File: config.mk
export PLATFORM = sky130hd
export DESIGN_NAME = strumok_ctrl
export DESIGN_NICKNAME = d
export VERILOG_FILES = /design/src/sv/assert_macros.svh /design/src/sv/strumok_pkg.sv /design/src/sv/strumok_ctrl.sv
export SDC_FILE = /design/constraint.sdc
export NUM_CORES = 1
export LEC_CHECK = 0
export BUFFER_PORTS_ARGS = -buffer_cell sky130_fd_sc_hd__buf_4
export CAP_MARGIN = 20
export CORE_AREA = 2 2 40 42
export CTS_CLUSTER_SIZE = 8
export DETAILED_ROUTE_END_ITERATION = 8
export DIE_AREA = 0 0 42 44
export HOLD_SLACK_MARGIN = 0.12
export PLACE_DENSITY = 0.7
export SLEW_MARGIN = 40
export SYNTH_ARGS = -nofsm -noshare
export SYNTH_HDL_FRONTEND = slang
export SYNTH_SLANG_ARGS = --single-unit
File: constraint.sdc
create_clock -name clk -period 1.4 [get_ports clk]
set_input_delay 0.14 -clock clk [delete_from_list [all_inputs] [get_ports clk]]
set_output_delay 0.14 -clock clk [all_outputs]
set_load 0.02 [all_outputs]
File: src/sv/assert_macros.svh
// assertion macros
`ifndef ASSERT_MACROS_SVH
`define ASSERT_MACROS_SVH
`ifndef NO_ASSERTIONS
`define ASSERT_CLK(label, clk, rst, prop) \
  label: assert property (@(posedge clk) disable iff (rst) prop) else $error("assertion failed");
`define ASSERT_NORST(label, clk, prop) \
  label: assert property (@(posedge clk) prop) else $error("assertion failed");
`else
`define ASSERT_CLK(label, clk, rst, prop)
`define ASSERT_NORST(label, clk, prop)
`endif
`endif

File: src/sv/strumok_pkg.sv
package strumok_pkg;

  localparam int InitRounds = 32;
  localparam int RoundCntW = 6;

  localparam logic [1:0] KIND_KEY = 2'd0;
  localparam logic [1:0] KIND_IV  = 2'd1;
  localparam logic [1:0] KIND_INIT = 2'd2;
  localparam logic [1:0] KIND_GEN = 2'd3;

  typedef struct packed {
    logic load_key;
    logic load_iv;
    logic seed;
    logic round;
    logic init_round;
    logic emit;
  } ctrl_t;

  localparam logic [7:0] SBOX0 [256] = '{
    8'ha8,8'h43,8'h5f,8'h06,8'h6b,8'h75,8'h6c,8'h59,8'h71,8'hdf,8'h87,8'h95,8'h17,8'hf0,8'hd8,8'h09,
    8'h6d,8'hf3,8'h1d,8'hcb,8'hc9,8'h4d,8'h2c,8'haf,8'h79,8'he0,8'h97,8'hfd,8'h6f,8'h4b,8'h45,8'h39,
    8'h3e,8'hdd,8'ha3,8'h4f,8'hb4,8'hb6,8'h9a,8'h0e,8'h1f,8'hbf,8'h15,8'he1,8'h49,8'hd2,8'h93,8'hc6,
    8'h92,8'h72,8'h9e,8'h61,8'hd1,8'h63,8'hfa,8'hee,8'hf4,8'h19,8'hd5,8'had,8'h58,8'ha4,8'hbb,8'ha1,
    8'hdc,8'hf2,8'h83,8'h37,8'h42,8'he4,8'h7a,8'h32,8'h9c,8'hcc,8'hab,8'h4a,8'h8f,8'h6e,8'h04,8'h27,
    8'h2e,8'he7,8'he2,8'h5a,8'h96,8'h16,8'h23,8'h2b,8'hc2,8'h65,8'h66,8'h0f,8'hbc,8'ha9,8'h47,8'h41,
    8'h34,8'h48,8'hfc,8'hb7,8'h6a,8'h88,8'ha5,8'h53,8'h86,8'hf9,8'h5b,8'hdb,8'h38,8'h7b,8'hc3,8'h1e,
    8'h22,8'h33,8'h24,8'h28,8'h36,8'hc7,8'hb2,8'h3b,8'h8e,8'h77,8'hba,8'hf5,8'h14,8'h9f,8'h08,8'h55,
    8'h9b,8'h4c,8'hfe,8'h60,8'h5c,8'hda,8'h18,8'h46,8'hcd,8'h7d,8'h21,8'hb0,8'h3f,8'h1b,8'h89,8'hff,
    8'heb,8'h84,8'h69,8'h3a,8'h9d,8'hd7,8'hd3,8'h70,8'h67,8'h40,8'hb5,8'hde,8'h5d,8'h30,8'h91,8'hb1,
    8'h78,8'h11,8'h01,8'he5,8'h00,8'h68,8'h98,8'ha0,8'hc5,8'h02,8'ha6,8'h74,8'h2d,8'h0b,8'ha2,8'h76,
    8'hb3,8'hbe,8'hce,8'hbd,8'hae,8'he9,8'h8a,8'h31,8'h1c,8'hec,8'hf1,8'h99,8'h94,8'haa,8'hf6,8'h26,
    8'h2f,8'hef,8'he8,8'h8c,8'h35,8'h03,8'hd4,8'h7f,8'hfb,8'h05,8'hc1,8'h5e,8'h90,8'h20,8'h3d,8'h82,
    8'hf7,8'hea,8'h0a,8'h0d,8'h7e,8'hf8,8'h50,8'h1a,8'hc4,8'h07,8'h57,8'hb8,8'h3c,8'h62,8'he3,8'hc8,
    8'hac,8'h52,8'h64,8'h10,8'hd0,8'hd9,8'h13,8'h0c,8'h12,8'h29,8'h51,8'hb9,8'hcf,8'hd6,8'h73,8'h8d,
    8'h81,8'h54,8'hc0,8'hed,8'h4e,8'h44,8'ha7,8'h2a,8'h85,8'h25,8'he6,8'hca,8'h7c,8'h8b,8'h56,8'h80};

  localparam logic [7:0] SBOX1 [256] = '{
    8'hce,8'hbb,8'heb,8'h92,8'hea,8'hcb,8'h13,8'hc1,8'he9,8'h3a,8'hd6,8'hb2,8'hd2,8'h90,8'h17,8'hf8,
    8'h42,8'h15,8'h56,8'hb4,8'h65,8'h1c,8'h88,8'h43,8'hc5,8'h5c,8'h36,8'hba,8'hf5,8'h57,8'h67,8'h8d,
    8'h31,8'hf6,8'h64,8'h58,8'h9e,8'hf4,8'h22,8'haa,8'h75,8'h0f,8'h02,8'hb1,8'hdf,8'h6d,8'h73,8'h4d,
    8'h7c,8'h26,8'h2e,8'hf7,8'h08,8'h5d,8'h44,8'h3e,8'h9f,8'h14,8'hc8,8'hae,8'h54,8'h10,8'hd8,8'hbc,
    8'h1a,8'h6b,8'h69,8'hf3,8'hbd,8'h33,8'hab,8'hfa,8'hd1,8'h9b,8'h68,8'h4e,8'h16,8'h95,8'h91,8'hee,
    8'h4c,8'h63,8'h8e,8'h5b,8'hcc,8'h3c,8'h19,8'ha1,8'h81,8'h49,8'h7b,8'hd9,8'h6f,8'h37,8'h60,8'hca,
    8'he7,8'h2b,8'h48,8'hfd,8'h96,8'h45,8'hfc,8'h41,8'h12,8'h0d,8'h79,8'he5,8'h89,8'h8c,8'he3,8'h20,
    8'h30,8'hdc,8'hb7,8'h6c,8'h4a,8'hb5,8'h3f,8'h97,8'hd4,8'h62,8'h2d,8'h06,8'ha4,8'ha5,8'h83,8'h5f,
    8'h2a,8'hda,8'hc9,8'h00,8'h7e,8'ha2,8'h55,8'hbf,8'h11,8'hd5,8'h9c,8'hcf,8'h0e,8'h0a,8'h3d,8'h51,
    8'h7d,8'h93,8'h1b,8'hfe,8'hc4,8'h47,8'h09,8'h86,8'h0b,8'h8f,8'h9d,8'h6a,8'h07,8'hb9,8'hb0,8'h98,
    8'h18,8'h32,8'h71,8'h4b,8'hef,8'h3b,8'h70,8'ha0,8'he4,8'h40,8'hff,8'hc3,8'ha9,8'he6,8'h78,8'hf9,
    8'h8b,8'h46,8'h80,8'h1e,8'h38,8'he1,8'hb8,8'ha8,8'he0,8'h0c,8'h23,8'h76,8'h1d,8'h25,8'h24,8'h05,
    8'hf1,8'h6e,8'h94,8'h28,8'h9a,8'h84,8'he8,8'ha3,8'h4f,8'h77,8'hd3,8'h85,8'he2,8'h52,8'hf2,8'h82,
    8'h50,8'h7a,8'h2f,8'h74,8'h53,8'hb3,8'h61,8'haf,8'h39,8'h35,8'hde,8'hcd,8'h1f,8'h99,8'hac,8'had,
    8'h72,8'h2c,8'hdd,8'hd0,8'h87,8'hbe,8'h5e,8'ha6,8'hec,8'h04,8'hc6,8'h03,8'h34,8'hfb,8'hdb,8'h59,
    8'hb6,8'hc2,8'h01,8'hf0,8'h5a,8'hed,8'ha7,8'h66,8'h21,8'h7f,8'h8a,8'h27,8'hc7,8'hc0,8'h29,8'hd7};

  localparam logic [7:0] SBOX2 [256] = '{
    8'h93,8'hd9,8'h9a,8'hb5,8'h98,8'h22,8'h45,8'hfc,8'hba,8'h6a,8'hdf,8'h02,8'h9f,8'hdc,8'h51,8'h59,
    8'h4a,8'h17,8'h2b,8'hc2,8'h94,8'hf4,8'hbb,8'ha3,8'h62,8'he4,8'h71,8'hd4,8'hcd,8'h70,8'h16,8'he1,
    8'h49,8'h3c,8'hc0,8'hd8,8'h5c,8'h9b,8'had,8'h85,8'h53,8'ha1,8'h7a,8'hc8,8'h2d,8'he0,8'hd1,8'h72,
    8'ha6,8'h2c,8'hc4,8'he3,8'h76,8'h78,8'hb7,8'hb4,8'h09,8'h3b,8'h0e,8'h41,8'h4c,8'hde,8'hb2,8'h90,
    8'h25,8'ha5,8'hd7,8'h03,8'h11,8'h00,8'hc3,8'h2e,8'h92,8'hef,8'h4e,8'h12,8'h9d,8'h7d,8'hcb,8'h35,
    8'h10,8'hd5,8'h4f,8'h9e,8'h4d,8'ha9,8'h55,8'hc6,8'hd0,8'h7b,8'h18,8'h97,8'hd3,8'h36,8'he6,8'h48,
    8'h56,8'h81,8'h8f,8'h77,8'hcc,8'h9c,8'hb9,8'he2,8'hac,8'hb8,8'h2f,8'h15,8'ha4,8'h7c,8'hda,8'h38,
    8'h1e,8'h0b,8'h05,8'hd6,8'h14,8'h6e,8'h6c,8'h7e,8'h66,8'hfd,8'hb1,8'he5,8'h60,8'haf,8'h5e,8'h33,
    8'h87,8'hc9,8'hf0,8'h5d,8'h6d,8'h3f,8'h88,8'h8d,8'hc7,8'hf7,8'h1d,8'he9,8'hec,8'hed,8'h80,8'h29,
    8'h27,8'hcf,8'h99,8'ha8,8'h50,8'h0f,8'h37,8'h24,8'h28,8'h30,8'h95,8'hd2,8'h3e,8'h5b,8'h40,8'h83,
    8'hb3,8'h69,8'h57,8'h1f,8'h07,8'h1c,8'h8a,8'hbc,8'h20,8'heb,8'hce,8'h8e,8'hab,8'hee,8'h31,8'ha2,
    8'h73,8'hf9,8'hca,8'h3a,8'h1a,8'hfb,8'h0d,8'hc1,8'hfe,8'hfa,8'hf2,8'h6f,8'hbd,8'h96,8'hdd,8'h43,
    8'h52,8'hb6,8'h08,8'hf3,8'hae,8'hbe,8'h19,8'h89,8'h32,8'h26,8'hb0,8'hea,8'h4b,8'h64,8'h84,8'h82,
    8'h6b,8'hf5,8'h79,8'hbf,8'h01,8'h5f,8'h75,8'h63,8'h1b,8'h23,8'h3d,8'h68,8'h2a,8'h65,8'he8,8'h91,
    8'hf6,8'hff,8'h13,8'h58,8'hf1,8'h47,8'h0a,8'h7f,8'hc5,8'ha7,8'he7,8'h61,8'h5a,8'h06,8'h46,8'h44,
    8'h42,8'h04,8'ha0,8'hdb,8'h39,8'h86,8'h54,8'haa,8'h8c,8'h34,8'h21,8'h8b,8'hf8,8'h0c,8'h74,8'h67};

  localparam logic [7:0] SBOX3 [256] = '{
    8'h68,8'h8d,8'hca,8'h4d,8'h73,8'h4b,8'h4e,8'h2a,8'hd4,8'h52,8'h26,8'hb3,8'h54,8'h1e,8'h19,8'h1f,
    8'h22,8'h03,8'h46,8'h3d,8'h2d,8'h4a,8'h53,8'h83,8'h13,8'h8a,8'hb7,8'hd5,8'h25,8'h79,8'hf5,8'hbd,
    8'h58,8'h2f,8'h0d,8'h02,8'hed,8'h51,8'h9e,8'h11,8'hf2,8'h3e,8'h55,8'h5e,8'hd1,8'h16,8'h3c,8'h66,
    8'h70,8'h5d,8'hf3,8'h45,8'h40,8'hcc,8'he8,8'h94,8'h56,8'h08,8'hce,8'h1a,8'h3a,8'hd2,8'he1,8'hdf,
    8'hb5,8'h38,8'h6e,8'h0e,8'he5,8'hf4,8'hf9,8'h86,8'he9,8'h4f,8'hd6,8'h85,8'h23,8'hcf,8'h32,8'h99,
    8'h31,8'h14,8'hae,8'hee,8'hc8,8'h48,8'hd3,8'h30,8'ha1,8'h92,8'h41,8'hb1,8'h18,8'hc4,8'h2c,8'h71,
    8'h72,8'h44,8'h15,8'hfd,8'h37,8'hbe,8'h5f,8'haa,8'h9b,8'h88,8'hd8,8'hab,8'h89,8'h9c,8'hfa,8'h60,
    8'hea,8'hbc,8'h62,8'h0c,8'h24,8'ha6,8'ha8,8'hec,8'h67,8'h20,8'hdb,8'h7c,8'h28,8'hdd,8'hac,8'h5b,
    8'h34,8'h7e,8'h10,8'hf1,8'h7b,8'h8f,8'h63,8'ha0,8'h05,8'h9a,8'h43,8'h77,8'h21,8'hbf,8'h27,8'h09,
    8'hc3,8'h9f,8'hb6,8'hd7,8'h29,8'hc2,8'heb,8'hc0,8'ha4,8'h8b,8'h8c,8'h1d,8'hfb,8'hff,8'hc1,8'hb2,
    8'h97,8'h2e,8'hf8,8'h65,8'hf6,8'h75,8'h07,8'h04,8'h49,8'h33,8'he4,8'hd9,8'hb9,8'hd0,8'h42,8'hc7,
    8'h6c,8'h90,8'h00,8'h8e,8'h6f,8'h50,8'h01,8'hc5,8'hda,8'h47,8'h3f,8'hcd,8'h69,8'ha2,8'he2,8'h7a,
    8'ha7,8'hc6,8'h93,8'h0f,8'h0a,8'h06,8'he6,8'h2b,8'h96,8'ha3,8'h1c,8'haf,8'h6a,8'h12,8'h84,8'h39,
    8'he7,8'hb0,8'h82,8'hf7,8'hfe,8'h9d,8'h87,8'h5c,8'h81,8'h35,8'hde,8'hb4,8'ha5,8'hfc,8'h80,8'hef,
    8'hcb,8'hbb,8'h6b,8'h76,8'hba,8'h5a,8'h7d,8'h78,8'h0b,8'h95,8'he3,8'had,8'h74,8'h98,8'h3b,8'h36,
    8'h64,8'h6d,8'hdc,8'hf0,8'h59,8'ha9,8'h4c,8'h17,8'h7f,8'h91,8'hb8,8'hc9,8'h57,8'h1b,8'he0,8'h61};

  localparam logic [7:0] MDS_ROW [8] = '{8'h01,8'h01,8'h05,8'h01,8'h08,8'h06,8'h07,8'h04};
  localparam logic [7:0] ALPHA_COEF [8] = '{8'h9f,8'hd5,8'h2c,8'hbe,8'h81,8'h1a,8'h4b,8'hcf};
  // alpha^-1 coefficients: alpha_coef[1..7], then 1
  localparam logic [7:0] ALPHA_INV_COEF [8] =
    '{8'hd5,8'h2c,8'hbe,8'h81,8'h1a,8'h4b,8'hcf,8'h01};

  function automatic logic [7:0] gf_mul(input logic [7:0] a, input logic [7:0] b);
    logic [7:0] p;
    logic [7:0] x;
    p = 8'h00;
    x = a;
    for (int i = 0; i < 8; i++) begin
      if (b[i]) p = p ^ x;
      x = {x[6:0], 1'b0} ^ (x[7] ? 8'h1d : 8'h00);
    end
    return p;
  endfunction

  // inverse of alpha_coef[0] in the field
  function automatic logic [7:0] inv0();
    logic [7:0] r;
    r = 8'h00;
    for (int k = 255; k >= 1; k--) begin
      if (gf_mul(ALPHA_COEF[0], 8'(k)) == 8'h01) r = 8'(k);
    end
    return r;
  endfunction

  localparam logic [7:0] ALPHA_INV0 = inv0();

  function automatic logic [63:0] scale_alpha(input logic [7:0] b);
    logic [63:0] r;
    for (int i = 0; i < 8; i++) r[8*i +: 8] = gf_mul(b, ALPHA_COEF[i]);
    return r;
  endfunction

  function automatic logic [63:0] scale_alpha_inv(input logic [7:0] b);
    logic [63:0] r;
    for (int i = 0; i < 8; i++) r[8*i +: 8] = gf_mul(b, ALPHA_INV_COEF[i]);
    return r;
  endfunction

  function automatic logic [7:0] sbox(input logic [1:0] n, input logic [7:0] x);
    logic [7:0] r;
    case (n)
      2'd0: r = SBOX0[x];
      2'd1: r = SBOX1[x];
      2'd2: r = SBOX2[x];
      default: r = SBOX3[x];
    endcase
    return r;
  endfunction

  function automatic logic [63:0] t_map(input logic [63:0] x);
    logic [63:0] r;
    logic [7:0] p;
    r = '0;
    for (int i = 0; i < 8; i++) begin
      p = sbox(2'(i), x[8*i +: 8]);
      for (int j = 0; j < 8; j++) r[8*j +: 8] = r[8*j +: 8] ^ gf_mul(MDS_ROW[(i - j) & 7], p);
    end
    return r;
  endfunction

  function automatic logic [63:0] mul_alpha(input logic [63:0] x);
    return {x[55:0], 8'h00} ^ scale_alpha(x[63:56]);
  endfunction

  function automatic logic [63:0] mul_alpha_inv(input logic [63:0] x);
    return {8'h00, x[63:8]} ^ scale_alpha_inv(gf_mul(x[7:0], ALPHA_INV0));
  endfunction

endpackage

File: src/sv/strumok_ctrl.sv
module strumok_ctrl (
  input  logic              clk,
  input  logic              rst,
  input  logic              in_valid,
  input  logic [1:0]        in_kind,
  input  logic              out_full,
  input  logic              out_taken,
  output logic              in_ready,
  output strumok_pkg::ctrl_t ctrl
);

  localparam logic [1:0] ST_IDLE  = 2'd0;
  localparam logic [1:0] ST_INIT  = 2'd1;
  localparam logic [1:0] ST_FINAL = 2'd2;

  logic [1:0] state;
  logic [1:0] state_next;
  logic [strumok_pkg::RoundCntW-1:0] count;
  logic [strumok_pkg::RoundCntW-1:0] count_next;
  logic accept;

  assign in_ready = (state == ST_IDLE) && (!out_full || out_taken);
  assign accept = in_valid && in_ready;

  always_comb begin
    state_next = state;
    count_next = count;
    ctrl = '0;
    case (state)
      ST_IDLE: begin
        if (accept) begin
          case (in_kind)
            strumok_pkg::KIND_KEY: ctrl.load_key = 1'b1;
            strumok_pkg::KIND_IV: ctrl.load_iv = 1'b1;
            strumok_pkg::KIND_INIT: begin
              ctrl.seed = 1'b1;
              state_next = ST_INIT;
              count_next = '0;
            end
            default: begin
              ctrl.emit = 1'b1;
              ctrl.round = 1'b1;
            end
          endcase
        end
      end
      ST_INIT: begin
        ctrl.round = 1'b1;
        ctrl.init_round = 1'b1;
        count_next = count + 1'b1;
        if (count == strumok_pkg::RoundCntW'(strumok_pkg::InitRounds - 1)) begin
          state_next = ST_FINAL;
        end
      end
      ST_FINAL: begin
        ctrl.round = 1'b1;
        state_next = ST_IDLE;
      end
      default: state_next = ST_IDLE;
    endcase
  end

  always_ff @(posedge clk) begin
    if (rst) begin
      state <= ST_IDLE;
      count <= '0;
    end else begin
      state <= state_next;
      count <= count_next;
    end
  end

endmodule

# Word-level counts from Yosys, hierarchy flattened

Cells that the tools add are included.

Reductions and logical operators: 11
Mux-type cells: 17
Divide/modulo/power cells: 0
Equality and inequality tests: 8
Bitwise operators: 0
Shifts and indexed selects: 0
$add $sub $neg: 1
$lt $le $gt $ge: 0
Multiply operators: 0

Operators with widths:

| cell                                                 | number |
|---|---|
| two-way mux 6 bit                                    | 2 |
| one-hot mux 6 bit (2 select lines)                   | 1 |
| two-way mux 1 bit                                    | 7 |
| adder 6 x 1 -> 6 bit (second input constant)         | 1 |
| equality test 6 x 5 -> 1 bit (second input constant) | 1 |
| two-way mux 2 bit                                    | 3 |
| AND reduction 3 bit                                  | 2 |
| equality test 2 x 1 -> 1 bit (second input constant) | 2 |
| equality test 2 bit (second input constant)          | 2 |
| zero test 2 bit                                      | 2 |
| two-way mux 4 bit                                    | 1 |
| != test 2 bit (second input constant)                | 2 |
| one-hot mux 2 bit (2 select lines)                   | 1 |
| two-way mux 3 bit                                    | 1 |
| OR reduction 3 bit                                   | 1 |
| logical AND 1 bit                                    | 2 |
| != test 2 x 1 -> 1 bit (second input constant)       | 1 |
| one-hot mux 1 bit (2 select lines)                   | 1 |
| nonzero test 2 bit                                   | 1 |
| OR reduction 2 bit                                   | 1 |
| zero test 1 bit                                      | 1 |
| logical OR 1 bit                                     | 1 |

Logic and storage cells: 39
Latch bits: 0
Memories kept: 0
Register bits after elaboration: 8
Bits in writable memories: 0
Memory bits (read-only): 0

# Depth between registers and ports, before layout

Gate-level depths: netlist (run 1).

Depth after elaboration: 6
Mapped depth: 7
Gate-level depth less buffers: 6

# Least setup slack after synthesis (run 1)

No wires, ideal clock.

Kind: register to output
Start: register state[1]
End: output ctrl[5] (netlist bit)
Stages on the path, launching flop included: 6
Setup slack: -0.503 ns
Data arrival time: 1.763 ns
Cell sequence: dfxtp_1 > inv_1 > ha_1 > inv_1 > nor2_2 > nor4bb_1

RTL lines:

| what                   | RTL line           | source |
|---|---|---|
| start, declared        | strumok_ctrl.sv:16 | `logic [1:0] state;` |
| start signal, assigned | strumok_ctrl.sv:68 | `state <= state_next;` |
| end, declared          | strumok_ctrl.sv:9  | `output strumok_pkg::ctrl_t ctrl` |

==> results of run 1 <==
-- metal layers --
layer	share of wire (%)	up-vias
met3	5.7	4
met5	0	-
met1	40	321
li1	-	334
met2	52	23
met4	1.7	0
-- worst max path at each step --
stage / from / to / slack, ps / cells past startpoint
2_1_floorplan: state[0] / count[1] / -40 / 6
3_3_place_gp: state[1] / count[4] / 10 / 5
3_5_place_dp: state[0] / count[4] / -30 / 4
4_1_cts: state[1] / ctrl[5] / -120 / 7
5_1_grt: state[1] / ctrl[5] / -180 / 7
6_report: state[0] / ctrl[2] / -130 / 7
-- state kept, by name, summed over array words and instances (netlist names) --
register,flops
count,6
state,2
-- cell usage after synthesis (all sizes together) (2+ instances only) --
cell type | n | area share (%)
a21oi | 3 | 2.4
a311o | 4 | 6.8
and3 | 2 | 2.0
and4 | 4 | 5.6
buf | 2 | 1.6
dfxtp | 8 | 26
ha | 5 | 10
inv | 4 | 2.4
nand2 | 3 | 1.8
nand2b | 3 | 3.0
nand3 | 4 | 4.0
nor2 | 5 | 4.6
nor3 | 2 | 1.6
nor4 | 2 | 2.0
o21ai | 3 | 3.6
-- kinds of logic after synthesis --
family | synth area share [%]
simple gates | 36.1
compound gates | 21.4
flops | 25.5
buf+inv | 3.99
fa+ha+maj | 9.98
xor+xnor | 1.40
mux | 1.60
-- cell type report --
cell class,instances,area (µm²)
tap,16,20.0
timing repair buffer,35,303
clock buffer,3,22.5
fill,100,357
inverter,4,17.5
multi-input combinational,54,534
sequential,8,165
-- worst register-to-register path: cells and delay by family, from the launching register on --
kind | cells | cell delay (ps)
AOI/OAI and AO/OA | 3 | 610
buffers and inverters | 3 | 320
DFF | 1 | 340
adders and majority gates | 1 | 160
-- cell usage in the layout, fill, tap and decap left out, drive strengths merged --
| cell | Yosys | routed |
|---|---|---|
| o21a | 1 | 1 |
| nand2b | 3 | 3 |
| and4 | 4 | 4 |
| a311o | 4 | 4 |
| dfxtp | 8 | 8 |
| nor3 | 2 | 2 |
| a21oi | 3 | 3 |
| nor4b | 1 | 1 |
| nand3b | 1 | 1 |
| a21o | 1 | 1 |
| mux2i | 1 | 1 |
| clkbuf | 0 | 3 |
| a2111oi | 1 | 1 |
| nor2b | 1 | 1 |
| or4b | 1 | 1 |
| and4b | 1 | 1 |
| xnor2 | 1 | 1 |
| inv | 4 | 4 |
| and3 | 2 | 2 |
| nor4bb | 1 | 1 |
| a211oi | 1 | 1 |
| o21ai | 3 | 3 |
| buf | 2 | 34 |
| dlygate4sd3 | 0 | 1 |
| a31oi | 1 | 1 |
| nor4 | 2 | 2 |
| nand2 | 3 | 3 |
| nor2 | 5 | 5 |
| o21ba | 1 | 1 |
| ha | 5 | 5 |
| nand3 | 4 | 4 |
-- timing repair --
| action | in CTS | in global routing |
|---|---|---|
| pin swaps | 5 | 3 |
| setup buffers | 4 | 4 |
| endpoints found under the hold margin | 4 | 0 |
| hold buffers | 1 | 0 |
| gates resized for setup | 12 | 11 |
| setup endpoints to repair | 7 | 12 |
-- report_power, final --
group	total, mW	internal, mW	switching [mW]	leakage, nW
registers	0.232	0.230	0.00162	0.0665
logic	0.209	0.109	0.0996	0.365
clock network	0.180	0.0983	0.0819	0.0138
-- through the flow --
stage | utilization (%) | worst slack (ps) | total power, mW | TNS, ps
2_1_floorplan | - | -37.0 | 0.327 | -69.8
6_report | 74.9 | -131 | 0.621 | -868
3_3_place_gp | 61.7 | 10.9 | 0.392 | 0
5_1_grt | 74.9 | -181 | 0.651 | -1370
3_5_place_dp | 61.7 | -31.0 | 0.396 | -31.0
4_1_cts | 68.7 | -116 | 0.594 | -457
==> impl_results.md, run 1 <==
- Status: complete, but fails checks
- Failing checks: setup timing
- Routed wire per std cell: 14.5 µm
- First-pass GRT wire length: 2560 µm
- Post-Syn Nets: 80
- Fin crit share: 109%
- Final hold vios: 0
- Post-route insts no fill: 120
- Largest net degree at the start of global routing: 12
- CTS clock-pin slew for the worst setup and hold paths: 60 ps
- Number of I/O port buffers: 13
- HP Start: in_valid
- Initial antenna violation count: 0
- Dpl hpwl: 1110 µm
- Worst Hold Class: in -> reg
- First-pass DRT Iterations: 4
- Cell row count: 14
- CP Cell Sequence: inv_2, ha_4, inv_4, nor2_4, and4_4, o21ba_4, buf_6
- Chip Width: 42 µm
- Final hold slack: 414 ps
- Share of layout cells above drive strength 1: 60.6%
- CP max-delay cell: dfxtp_2
- Vias per cell: 5.68
- Remaining antenna violation count: 0
- Critical Path Fanout Max: 2
- Synth Cell Area: 627 µm²
- Root Driver: clkbuf_4
- Initial Util: 44.2%
- Asr flop ratio synth: 0%
- Crit path arrival time: 1390 ps
- GR Util All Layers: 18.8%
- # clock sinks: 8
- GRT Residual Overflow: 0
- Actual slew at the worst max-slew pin: 266 ps
- Startpoint types: register
- Critical path's top delay family: flip-flops
- CTS Buffer Depth: 2
- Unrepaired setup endpoints after global routing: true
- Gate Count Post-Synth: 68
- Vert. Die Dim: 44 µm
- NumNets Final: 118
- Clock Latency Late Sink: 260 ps
- Crit-path max cell delay: 320 ps
- Slew margin rel.: 82.2%
- Finished Cell Area: 0.00106 mm²
- Detailed Route Iter0 Violations: 8
- RD Place Congestion: 0.801
- Reg-to-reg startpoint: state[0]
- Worst reg2reg path depth: 7
- Die area: 0.00185 mm²
- Crit path buf inv count: 3
- LEAKAGE: 0.445 nW
- CTS H-tree lvls: 1
- R2r endpoint: count[2]
- Final setup margin: -131 ps
- P&R area growth vs syn: 69.5%
- Met1 Use GR: 23.0%
- Number of flops mapped to enable cells by yosys: 0
- DRC Markers: 0
- # IOs: 14
- Slew Viols, Final: 0
- GR peak layer: met2
- Unique masters post-synth: 34
- Dpl cells: 108
- Antenna diodes: 0
- CP Capture Type: output port
- CTS tree: yes
- Final WL: 1730 µm
- Crit Path Category: reg -> out
- Worst path required time: 1260 ps
- Synth Area per Inst: 9.22 µm²
- Clock Skews: 9.58 ps
- Hold Path Depth: 5
- Register area share after synthesis: 25.5%
- Vias in the first global route: 563
- Vias: 682
- YS warnings: 0
- Placed instance area: 876 µm²
- Hold Path Sink: state[0]
- R2R Setup Slk: -130 ps
- Met2 Use GR: 30.6%
- #FFs+latches synth: 8
- Final setup fails: 10
- Met3 usage: 7.08%
- Peak VDD IR: 0.000518 V
- Number of CTS-inserted buffers: 3
- Max-Cap Viols: 0
- Achievable Freq: 653 MHz
- Fin crit period: 1530 ps
- Core Box Area: 0.00142 mm²
- P per Cell Area: 585 mW/mm²
- Most used DFF post-synth: dfxtp_1
(Power assumes the default switching activity.)
==> run 2, diff against run 1 <==
==> constraint.sdc (replaced) <==
create_clock -name clk -period 1.32 [get_ports clk]
set_input_delay 0.132 -clock clk [delete_from_list [all_inputs] [get_ports clk]]
set_output_delay 0.132 -clock clk [all_outputs]
set_load 0.02 [all_outputs]
==> impl_results.md, run 2 (synthesis gave the netlist of run 1 again) <==
- CP Capture Type: output port (unchanged)
- Area of the multi-input gates: 578 µm² (was 534 µm²)
- Crit Path Category: reg -> out (unchanged)
- Top Registers: count (6), state (2) (unchanged)
- Vert. Die Dim: 44 µm (unchanged)
- First-pass GRT wire length: 3000 µm (was 2560 µm)
- Startpoint types: register (unchanged)
- Placed instance area: 868 µm² (was 876 µm²)
- Initial antenna violation count: 0 (unchanged)
- Largest Register: count (unchanged)
- Vias per cell: 5.88 (was 5.68)
- Final setup fails: 12 (was 10)
- Fin crit period: 1530 ps
- Design internal power: 0.461 mW (was 0.438 mW)
- Final setup margin: -212 ps (was -131 ps)
- Final hold vios: 0 (unchanged)
- Commonest non-fill, non-tap cells in the layout: buf_4, buf_6 (was buf_4, buf_6, dfxtp_2, dfxtp_1)
- # IOs: 14 (unchanged)
- GRT Residual Overflow: 0 (unchanged)
- Clock Skews: 3.72 ps (was 9.58 ps)
- Achievable Freq: 653 MHz
- Crit path arrival time: 1400 ps (was 1390 ps)
- Fin crit share: 116%
- Sw Ratio: 30.6% (was 29.5%)
- Unrepaired setup endpoints after global routing: true (unchanged)
- Worst path required time: 1190 ps (was 1260 ps)
- Antenna diodes: 0 (unchanged)
- Critical path launch point: state[1] (was state[0])
- First-pass DRT Iterations: 4 (unchanged)
- Number of CTS-inserted buffers: 3 (unchanged)
- CTS H-tree lvls: 1 (unchanged)
- Finished Cell Area: 0.00111 mm² (was 0.00106 mm²)
- Initial Util: 44.2% (unchanged)
- Critical Path Fanout Max: 3 (was 2)
- Combinational fraction of design power: 34.1% (was 33.7%)
- Max-Cap Viols: 0 (unchanged)
- CTS tree: yes (unchanged)
- Reg-to-reg startpoint: state[1] (was state[0])
- Worst Hold Class: in -> reg (unchanged)
- Cell row count: 14 (unchanged)
- NumNets Final: 116 (was 118)
- DRC Markers: 0 (unchanged)
- LEAKAGE: 0.448 nW (was 0.445 nW)
- GR Util All Layers: 21.8% (was 18.8%)
- Dpl hpwl: 1090 µm (was 1110 µm)
- Filler cells: 81 (was 100)
- Slew Viols, Final: 0 (unchanged)
- Root Driver: clkbuf_4 (unchanged)
- Sw power: 0.203 mW (was 0.183 mW)
- # clock sinks: 8 (unchanged)
- Share of layout cells above drive strength 1: 66.7% (was 60.6%)
- Clock Latency Late Sink: 260 ps (about the same)
- CTS clock-pin slew for the worst setup and hold paths: 60 ps (about the same)
- Status: complete, but fails checks (unchanged)
- Actual slew at the worst max-slew pin: 281 ps (was 266 ps)
- Largest net degree at the start of global routing: 9 (was 12)
- Slew margin rel.: 81.1% (was 82.2%)
- P&R area growth vs syn: 77.0% (was 69.5%)
- HP Start: rst (was in_valid)
- Chip Width: 42 µm (unchanged)
- RD Place Congestion: 0.818 (was 0.801)
- Commonest non-fill, non-tap cell in the layout: buf_4 (unchanged)
- Remaining antenna violation count: 0 (unchanged)
- Flop pwr share: 36.3% (was 37.3%)
- FF/Latch Area: 174 µm² (was 165 µm²)
- Final WL: 1870 µm (was 1730 µm)
- P per Cell Area: 598 mW/mm² (was 585 mW/mm²)
- Detailed Route Iter0 Violations: 16 (was 8)
- Number of I/O port buffers: 13 (unchanged)
- Setup tns final: -1200 ps (was -868 ps)
- Failing checks: setup timing (unchanged)
- Die area: 0.00185 mm² (unchanged)
- Vias: 694 (was 682)
- Vias in the first global route: 629 (was 563)
- Core Box Area: 0.00142 mm² (unchanged)
- Number of flip-flops in the largest register: 6 (unchanged)
- Power share of the clock group: 29.6% (was 29.0%)
- Peak VDD IR: 0.000580 V (was 0.000518 V)
- Routed wire per std cell: 15.9 µm (was 14.5 µm)
- CTS Buffer Depth: 2 (unchanged)
## run 2: worst paths after layout
path         cells after the start  slack (ps)       end
max reg2reg                      8         -70  count[3]
min reg2reg                      1         530  count[5]
max                              7        -210   ctrl[3]
min                              3         340  count[2]
## run 2: critical path: stages, from the launching register on
cell,delay [ps]
dfxtp_2,330
inv_4,70
ha_4,150
inv_4,40
buf_4,120
buf_6,110
nor3_2,160
buf_4,160
## run 2: cell type report
class	instances	share of cell area (%)
Inverter	4	1.80
Clock buffer	3	2.03
Tap cell	16	1.80
Multi-Input combinational cell	54	52.1
Timing Repair Buffer	33	26.6
Sequential cell	8	15.7
## run 2: power groups by stage
stage	combinational [mW]	clock, mW	sequential (mW)
floorplan	0.101	0	0.253
global placement	0.163	0	0.253
detailed placement	0.166	0	0.253
CTS	0.213	0.200	0.241
global route	0.238	0.214	0.241
finish	0.226	0.197	0.241
## run 2: layer usage
layer	wire length, µm	global-route usage, %	vias up
li1	-	-	333
met5	0	0	-
met2	943	37.8	19
met1	817	26.0	337
met4	22	7.10	0
met3	90	6.25	5
## run 2: what timing repair did
action / CTS / global route
hold buffers: 1 / 0
pin swaps: 12 / 6
setup endpoints to repair: 8 / 14
endpoints found under the hold margin: 4 / 0
buffers inserted: 9 / 2
gates resized for setup: 22 / 9
## run 2: per-stage QoR
stage	hold WS [ps]	utilization, %	setup slack, ps	power (mW)	instances
final	340	78.2	-212	0.664	118
after global routing	371	78.2	-304	0.694	118
after CTS	336	75.0	-211	0.654	117
after detailed placement	371	61.2	-61.9	0.419	104
after global placement	373	61.2	-48.5	0.416	104
after floorplan	300	-	-77.7	0.354	68
==> run 3, diff against run 2 <==
--- a/config.mk
+++ b/config.mk
@@ -13,6 +13,7 @@
 export DIE_AREA = 0 0 42 44
 export HOLD_SLACK_MARGIN = 0.12
 export PLACE_DENSITY = 0.7
+export REMOVE_ABC_BUFFERS = 1
 export SLEW_MARGIN = 40
 export SYNTH_ARGS = -nofsm -noshare
 export SYNTH_HDL_FRONTEND = slang
==> impl_results.md, run 3 (synthesis gave the netlist of run 1 again) <==
- GRT Residual Overflow: 0 (unchanged)
- Design internal power: 0.464 mW (was 0.461 mW)
- Crit-path max cell delay: 320 ps (was 330 ps)
- Power Total: 0.665 mW (was 0.664 mW)
- Critical path launch point: state[0] (was state[1])
- Unrepaired setup endpoints after global routing: true (unchanged)
- Number of I/O port buffers: 13 (unchanged)
- Vias in the first global route: 681 (was 629)
- Root Driver: clkbuf_4 (unchanged)
- Peak VDD IR: 0.000449 V (was 0.000580 V)
- Worst path required time: 1190 ps (about the same)
- Max-Cap Viols: 0 (unchanged)
- Power share of the clock group: 28.9% (was 29.6%)
- Number of CTS-inserted buffers: 3 (unchanged)
- Crit Path Category: reg -> out (unchanged)
- Fin crit period: 1540 ps (was 1530 ps)
- Slew margin rel.: 78.1% (was 81.1%)
- Initial antenna violation count: 0 (unchanged)
- NumNets Final: 123 (was 116)
- Clock Latency Late Sink: 260 ps (about the same)
- CTS H-tree lvls: 1 (unchanged)
- Fin crit share: 117% (was 116%)
- Commonest non-fill, non-tap cells in the layout: buf_4, buf_6, and4_1, dfxtp_2, dfxtp_1 (was buf_4, buf_6)
- GR Util All Layers: 21.7% (was 21.8%)
- P&R area growth vs syn: 80.0% (was 77.0%)
- Crit path arrival time: 1410 ps (was 1400 ps)
- Dpl hpwl: 1200 µm (was 1090 µm)
- Status: complete, but fails checks (unchanged)
- Critical Path Fanout Max: 3 (unchanged)
- Post-layout util: 79.5% (was 78.2%)
- Vias per cell: 5.61 (was 5.88)
- Commonest non-fill, non-tap cell in the layout: buf_4 (unchanged)
- Hold Path Depth: 3 (unchanged)
- Worst Hold Class: in -> reg (unchanged)
- Detailed Route Iter0 Violations: 17 (was 16)
- Clock Skews: 7.75 ps (was 3.72 ps)
- Final setup fails: 13 (was 12)
- Core Box Area: 0.00142 mm² (unchanged)
- Sw power: 0.201 mW (was 0.203 mW)
- Share of layout cells above drive strength 1: 66.1% (was 66.7%)
- DRC Markers: 0 (unchanged)
- Cell row count: 14 (unchanged)
- CTS Buffer Depth: 2 (unchanged)
- Startpoint types: register (unchanged)
- Failing checks: setup timing (unchanged)
- Remaining antenna violation count: 0 (unchanged)
- Dpl cells: 109 (was 104)
- Worst reg2reg path depth: 8 (unchanged)
- Flop pwr share: 37.0% (was 36.3%)
- R2R Setup Slk: -180 ps (was -70 ps)
- Actual slew at the worst max-slew pin: 328 ps (was 281 ps)
- Final hold vios: 0 (unchanged)
- Initial Util: 44.2% (unchanged)
- Reg-to-reg startpoint: state[1] (unchanged)
- Final WL: 1950 µm (was 1870 µm)
- CP Cell Sequence: inv_2, ha_4, inv_4, nor2_4, and4_1, o21ba_1, buf_6 (was inv_4, ha_4, inv_4, buf_4, buf_6, nor3_2, buf_4)
- Chip Width: 42 µm (unchanged)
- Final setup margin: -222 ps (was -212 ps)
- Worst Setup EP: ctrl[2] (was ctrl[3])
- First-pass GRT wire length: 2930 µm (was 3000 µm)
- # clock sinks: 8 (unchanged)
- CP Capture Type: output port (unchanged)
- Sw Ratio: 30.2% (was 30.6%)
- Slew Viols, Final: 0 (unchanged)
- CTS clock-pin slew for the worst setup and hold paths: 60 ps (about the same)
- R2r endpoint: count[2] (was count[3])
- Top Registers: count (6), state (2) (unchanged)
- Number of flip-flops in the largest register: 6 (unchanged)
- LEAKAGE: 0.473 nW (was 0.448 nW)
- Filler cells: 96 (was 81)
- P per Cell Area: 589 mW/mm² (was 598 mW/mm²)
- Vert. Die Dim: 44 µm (unchanged)
- CTS tree: yes (unchanged)
- Combinational fraction of design power: 34.1% (about the same)
- Post-route insts no fill: 125 (was 118)
- Largest Register: count (unchanged)
- Largest net degree at the start of global routing: 9 (unchanged)
- Routed wire per std cell: 15.6 µm (was 15.9 µm)
- Die area: 0.00185 mm² (unchanged)
- Antenna diodes: 0 (unchanged)
- First-pass DRT Iterations: 4 (unchanged)
- RD Place Congestion: 0.764 (was 0.818)
- # IOs: 14 (unchanged)
- Achievable Freq: 648 MHz (was 653 MHz)
- CP max-delay cell: dfxtp_2 (unchanged)
- Vias: 701 (was 694)
-- run 3: critical path: cells and delay by family (launching register included) --
family | cells | cell delay [ps]
adders and majority gates | 1 | 160
AOI/OAI and AO/OA | 1 | 140
buffers and inverters | 3 | 250
and+or+nand+nor | 2 | 280
DFF | 1 | 320
-- run 3: layout make-up --
| class | instances | area [µm²] | area share (%) |
|---|---|---|---|
| multi-input combinational | 54 | 556 | 49.2 |
| timing repair buffer | 40 | 348 | 30.8 |
| sequential | 8 | 165 | 14.6 |
| clock buffer | 3 | 22.5 | 2.00 |
| tap | 16 | 20.0 | 1.77 |
| inverter | 4 | 17.5 | 1.55 |
-- run 3: power by group through the flow --
stage               sequential [mW]  combinational, mW  clock (mW)
global route                  0.246              0.239       0.218
CTS                           0.246              0.183       0.196
floorplan                     0.251             0.0748           0
finish                        0.246              0.227       0.192
global placement              0.251              0.151           0
detailed placement            0.251              0.154           0
-- run 3: metal layers --
metal	part of all wire [%]	up-vias	track usage [%]
met4	1.7	0	12.9
li1	-	345	-
met5	0	-	0
met3	4.4	4	5.42
met1	38	333	22.0
met2	56	19	40.3
-- run 3: stage by stage --
step | worst slack [ps] | hold WS (ps) | TNS, ps | instance area [µm²]
after floorplan | -575 | 201 | -2900 | 617
after global placement | -87.3 | 377 | -576 | 840
after detailed placement | -128 | 381 | -1080 | 840
after CTS | -183 | 318 | -1100 | 985
after global routing | -296 | 358 | -2890 | 1130
final | -222 | 338 | -2100 | 1130
-- run 3: repair_timing --
| item | in CTS | in global routing |
|---|---|---|
| resized for setup | 21 | 20 |
| setup endpoints to repair | 14 | 14 |
| buffers inserted | 6 | 6 |
| endpoints found under the hold margin | 4 | 0 |
| pin swaps | 10 | 9 |
| hold buffers | 1 | 0 |
-- run 3: worst min path at each step --
| stage | endpoint | slack [ps] | from |
|---|---|---|---|
| 2_1_floorplan | count[0] | 200 | rst |
| 3_3_place_gp | count[1] | 380 | rst |
| 3_5_place_dp | count[0] | 380 | rst |
| 4_1_cts | count[2] | 320 | rst |
| 5_1_grt | count[2] | 360 | rst |
| 6_report | count[2] | 340 | rst |
